[config.mk]
export PLATFORM = sky130hd
export DESIGN_NAME = tmprof_iter
export DESIGN_NICKNAME = d
export VERILOG_FILES = /design/src/hw/rtl/tmprof_iter.sv
export SDC_FILE = /design/constraint.sdc
export NUM_CORES = 1
export LEC_CHECK = 0
export ABC_AREA = 0
export BUFFER_PORTS_ARGS = -buffer_cell sky130_fd_sc_hd__buf_2
export CAP_MARGIN = 25
export CORE_MARGIN = 3
export CORE_UTILIZATION = 50
export CTS_BUF_LIST = sky130_fd_sc_hd__clkbuf_8
export DETAILED_ROUTE_END_ITERATION = 8
export PLACE_DENSITY = 0.74
export RECOVER_POWER = 100
export SLEW_MARGIN = 20
export SYNTH_ARGS = -nofsm -noshare
export SYNTH_HDL_FRONTEND = slang
export SYNTH_SLANG_ARGS = --single-unit
[constraint.sdc]
create_clock -name i_clk -period 4.5 [get_ports i_clk]
set_clock_uncertainty 0.2 [all_clocks]
set_input_delay 0.45 -clock i_clk [delete_from_list [all_inputs] [get_ports i_clk]]
set_output_delay 0.45 -clock i_clk [all_outputs]
set_load 0.01 [all_outputs]
[src/hw/rtl/tmprof_iter.sv]
// ----------------------------------------------------------------------------
// Shared divide / square-root unit
// Restoring divider (one quotient bit per cycle) and digit-by-digit root
// (one root bit per cycle), sharing one remainder register and subtractor.
// ----------------------------------------------------------------------------
module tmprof_iter #(
    parameter int OPW = 64,
    parameter int DVW = 32
) (
    input  logic           i_clk,
    input  logic           i_rst_n,
    input  logic           i_start,
    input  logic           i_sqrt,
    input  logic [OPW-1:0] i_opa,
    input  logic [DVW-1:0] i_opb,
    output logic           o_done,
    output logic [OPW-1:0] o_result
);
    localparam int RW = OPW/2 + 3;
    localparam int CW = $clog2(OPW + 1);
    localparam logic [CW-1:0] DIV_STEPS = CW'(OPW);
    localparam logic [CW-1:0] SQ_STEPS  = CW'(OPW/2);

    logic           r_busy, r_done, r_sqrt;
    logic [CW-1:0]  r_cnt;
    logic [OPW-1:0] r_x, r_q;
    logic [RW-1:0]  r_rem;
    logic [DVW-1:0] r_b;

    logic [RW-1:0] w_sh, w_trial;
    logic          w_ge;

    always_comb begin
        if (r_sqrt) begin
            w_sh    = {r_rem[RW-3:0], r_x[OPW-1:OPW-2]};
            w_trial = {r_q[RW-3:0], 2'b01};
        end else begin
            w_sh    = {r_rem[RW-2:0], r_x[OPW-1]};
            w_trial = RW'(r_b);
        end
        w_ge = (w_sh >= w_trial);
    end

    always_ff @(posedge i_clk) begin
        if (!i_rst_n) begin
            r_busy <= 1'b0;
            r_done <= 1'b0;
            r_cnt  <= '0;
        end else begin
            r_done <= 1'b0;
            if (i_start) begin
                r_busy <= 1'b1;
                r_cnt  <= i_sqrt ? SQ_STEPS : DIV_STEPS;
            end else if (r_busy) begin
                r_cnt <= r_cnt - CW'(1);
                if (r_cnt == CW'(1)) begin
                    r_busy <= 1'b0;
                    r_done <= 1'b1;
                end
            end
        end
    end

    always_ff @(posedge i_clk) begin
        if (i_start) begin
            r_sqrt <= i_sqrt;
            r_x    <= i_opa;
            r_b    <= i_opb;
            r_rem  <= '0;
            r_q    <= '0;
        end else if (r_busy) begin
            r_rem <= w_ge ? (w_sh - w_trial) : w_sh;
            r_q   <= {r_q[OPW-2:0], w_ge};
            r_x   <= r_sqrt ? {r_x[OPW-3:0], 2'b00} : {r_x[OPW-2:0], 1'b0};
        end
    end

    assign o_done   = r_done;
    assign o_result = r_q;

endmodule

==> tab_implementation.tex <==
\begin{tabular}{lr}
\hline
Metric & Value \\
\hline
\multicolumn{2}{l}{\textbf{Timing}} \\
Relative slew margins & -45.7\% \\
Final count of pins violating max slew & 119 \\
Unrepaired setup endpoints after global routing & no \\
Slew at the pin closest to its max-slew limit & 2190 ps \\
Minimum period implied by the final worst setup slack & 4180 ps \\
Sum of negative setup slack & 0 ps \\
Final Hold Viols & 0 \\
Maximum operating frequency & 239 MHz \\
Final worst-path cycle share & 92.8\% \\
Final setup fails & 0 \\
\multicolumn{2}{l}{\textbf{Synthesis}} \\
Share of flip-flops with an asynchronous set or reset after synthesis & 0\% \\
Post-synthesis cell type count & 64 \\
Netlist Area Pre-Place & 11400 um2 \\
Number of cells produced by synthesis & 1164 \\
Net count after synthesis & 1302 \\
Main synth FF type & sky130\_fd\_sc\_hd\_\_dfxtp\_1 \\
Synthesis Warnings & 0 \\
Avg Synthesized Cell Area & 9.80 um2 \\
Number of synthesized flops with an enable pin & 97 \\
Post-synthesis sequential element count & 204 \\
Part of the Yosys area used for sequential elements & 44.3\% \\
\multicolumn{2}{l}{\textbf{Status}} \\
Failing checks & capacitance limit, slew limit \\
Status & finished, violations left \\
\multicolumn{2}{l}{\textbf{Worst setup path}} \\
Critical path's slowest cell & sky130\_fd\_sc\_hd\_\_or3\_2 \\
Series of cell instances along the critical path & buf\_12 -> mux2\_2 -> ha\_1 -> a21oi\_1 -> a21boi\_0 -> a21o\_1 -> a31oi\_1 -> o21ai\_0 -> a211oi\_4 -> clkbuf\_2 -> or3\_2 -> a32o\_1 \\
Category of the worst setup path capture point & flop \\
Largest stage delay on the critical path & 500 ps \\
Critical path fanouts, max & 58 \\
Crit Path Category & reg -> reg \\
Data arrival time of the critical path & 4390 ps \\
Nature of the critical path startpoint & flop \\
Required time of the worst setup path & 4710 ps \\
\multicolumn{2}{l}{\textbf{Pwr}} \\
Sequential power share & 33.5\% \\
Combinational power share & 41.0\% \\
Clock share of power & 25.5\% \\
Switching pwr & 2.56 mW \\
Cell-internal power & 4.25 mW \\
Share of total power consumed by net switching & 37.6\% \\
Worst ir drop on vdd & 0.318 mV \\
Static Leakage & 5.51 nW \\
Pwr Density & 510 nW/um2 \\
\multicolumn{2}{l}{\textbf{Detailed routing}} \\
Number of remaining DRC errors & 0 \\
Detail-routed net length per standard cell & 16.5 um \\
Count of vias placed by the detailed router & 9330 \\
Total wirelength of the detailed-routed design & 27200 um \\
Count of TritonRoute iterations in the first routing pass & 5 \\
Count of nets left with antenna violations after detail routing & 0 \\
DRC marker count from the first detailed-route iteration & 667 \\
Post-DR vias/cell & 5.65 \\
\multicolumn{2}{l}{\textbf{Clocking}} \\
Number of buffers inserted during clock tree synthesis & 36 \\
Clock latency of the later-clocked register in the worst-skew pair & 530 ps \\
Num Clock Sinks & 204 \\
Post-CTS repair timing setup buffer count & 0 \\
Root buffer cell & sky130\_fd\_sc\_hd\_\_clkbuf\_8 \\
Clock slew seen by the registers of the worst setup and hold paths & 60 ps \\
Clk buf depth & 3 \\
Total of hold buffers inserted after clock tree synthesis & 34 \\
Post\_cts resized & 0 \\
TritonCTS clock tree & built \\
Max H-tree Level & 2 \\
\multicolumn{2}{l}{\textbf{Floorplanning}} \\
\# rows & 54 \\
Vertical die dimension & 157 um \\
Overall die area & 24700 um2 \\
Area of the placeable core & 22100 um2 \\
Starting utilization of the core area & 51.6\% \\
Top-level I/O count & 165 \\
Width of the die & 157 um \\
\multicolumn{2}{l}{\textbf{Global route}} \\
Global-route total usage across every layer & 21.4\% \\
Number of antenna violations at the first check in global routing & 0 \\
Global route overflow & 0 \\
Wire length of the first global-routing pass & 44000 um \\
Pin count of the biggest net entering global routing & 188 \\
Via count of the first global-routing pass & 8989 \\
\multicolumn{2}{l}{\textbf{Finish}} \\
Area growth syn-to-layout & 17.1\% \\
Antenna Cells & 0 \\
Number of filler cells placed in the layout & 1928 \\
Layout cells sized above 1 & 15.2\% \\
Count of placed standard cells in the final layout, fillers left out & 1650 \\
Net total in the final layout & 1481 \\
\multicolumn{2}{l}{\textbf{Job}} \\
Max\_cap viols & 3 \\
\multicolumn{2}{l}{\textbf{Min path}} \\
Hold WC Path Type & in -> reg \\
\multicolumn{2}{l}{\textbf{Place}} \\
Cell total after placement & 1551 \\
IO Port Bufs & 164 \\
Total half-perimeter wirelength after legalization and detailed placement & 18400 um \\
Placer's final routability congestion estimate & 0.910 \\
\hline
\end{tabular}
==> cell usage in the layout, fill, tap and decap left out, drive strengths merged, types with 3 or more instances in the layout <==
master / Yosys / final
nand2b: 8 / 8
o21a: 12 / 12
o21bai: 4 / 4
ha: 37 / 37
or3: 8 / 8
o211ai: 15 / 15
mux2i: 157 / 157
or4: 4 / 4
nand2: 106 / 106
nor4: 10 / 10
dlygate4sd3: 2 / 34
o31ai: 9 / 9
o2111ai: 4 / 4
edfxtp: 97 / 97
dfxtp: 107 / 107
a31o: 3 / 3
nand3: 29 / 29
a31oi: 5 / 5
and3: 5 / 5
o21ai: 105 / 105
xor2: 10 / 10
nor2: 127 / 127
inv: 18 / 36
a41oi: 3 / 3
and2: 8 / 8
nand4: 9 / 9
buf: 31 / 110
a211oi: 11 / 11
or2: 3 / 3
clkbuf: 45 / 117
nor2b: 7 / 7
a21boi: 4 / 4
mux2: 33 / 33
a21o: 12 / 12
a311oi: 20 / 20
a211o: 3 / 3
nor3: 20 / 20
a21oi: 39 / 39
xnor2: 17 / 17
==> through the flow <==
step / total power [mW] / hold WS [ps] / area [um2] / utilization (%) / worst slack, ps
floorplan: 4.36 / 238 / 11400 / - / 27.4
global placement: 4.98 / 270 / 12400 / 56.1 / 424
detailed placement: 5.02 / 278 / 12400 / 56.1 / 359
CTS: 6.80 / 1.43 / 13500 / 60.9 / 362
global route: 7.24 / 15.0 / 13400 / 60.4 / 23.5
finish: 6.81 / 22.8 / 13400 / 60.4 / 323
==> power groups by stage <==
stage / clock, mW / combinational (mW) / sequential [mW]
floorplan: 0 / 2.09 / 2.27
global placement: 0 / 2.67 / 2.31
detailed placement: 0 / 2.70 / 2.32
CTS: 1.78 / 2.74 / 2.28
global route: 1.87 / 3.07 / 2.30
finish: 1.74 / 2.79 / 2.28
==> logic make-up after synthesis <==
kind of cell             Yosys count  share of synthesized area [%]
XOR/XNOR                          27                           2.07
AO/OA/AOI/OAI                    264                           15.0
multiplexers                     190                           17.0
buffers and inverters             96                           3.95
adder cells (fa/ha/maj)           38                           4.23
AND/OR/NAND/NOR                  345                           13.4
flip-flops                       204                           44.3
==> critical path: cells and delay by family (launching register included) <==
family	cells	cell delay (ps)
fa+ha+maj	1	390
flops	1	380
buf+inv	2	590
simple gates	1	500
compound gates	7	1620
mux	1	390
==> sequential cells by signal, indices dropped and copies added (netlist names) <==
register and flops:
o_result 64, r_x 64, r_rem 34, r_b 32, r_cnt 7, o_done 1, r_busy 1, r_sqrt 1
==> synthesized netlist by cell type, drive strengths merged, types with 5 or more instances <==
master    n  area, um2
o31ai     9       67.6
nor2    127        477
a211oi   11       95.1
nor3     20        100
inv      18       67.6
a21o     12       91.3
nand2   106        400
nand4     9       56.3
o211ai   15        113
nor2b     7       43.8
or3       8       52.6
nand3    29        145
a21oi    39        195
o21a     12       90.1
o21ai   105        526
edfxtp   97       2910
xnor2    17        149
ha       37        463
nand2b    8       50.1
xor2     10       87.6
buf      31        194
a31oi     5       31.3
and2      8       50.1
nor4     10       62.6
mux2     33        372
clkbuf   45        169
dfxtp   107       2140
mux2i   157       1570
and3      5       31.3
a311oi   20        175
==> routing by layer <==
| layer | share of wire (%) | vias up | track usage, % | wire, um |
|---|---|---|---|---|
| met2 | 46 | 269 | 34.9 | 12700 |
| met4 | 1.6 | 0 | 5.66 | 442 |
| met3 | 5.3 | 39 | 3.49 | 1440 |
| met1 | 47 | 4373 | 30.0 | 12700 |
| met5 | 0 | - | 0 | 0 |
| li1 | - | 4649 | - | - |
==> final timing paths <==
path / cells past startpoint / slack (ps) / start / end
setup / recovery: 12 / 320 / r_sqrt / r_rem[33]
hold / removal: 3 / 20 / i_opa[48] / r_x[48]
setup reg to reg: 12 / 320 / r_sqrt / r_rem[33]
hold reg to reg: 2 / 290 / r_rem[20] / r_rem[20]
==> final cells by class <==
cell class                 instances  area, um2  share of cell area [%]
inverter                          18       67.6                   0.506
clock buffer                      42        578                    4.33
sequential                       204       5050                    37.9
clock inverter                    23        153                    1.14
tap                              280        350                    2.62
timing repair buffer             219       1250                    9.34
multi-input combinational        864       5900                    44.2
Note: power is estimated with default switching activity, not from simulation.
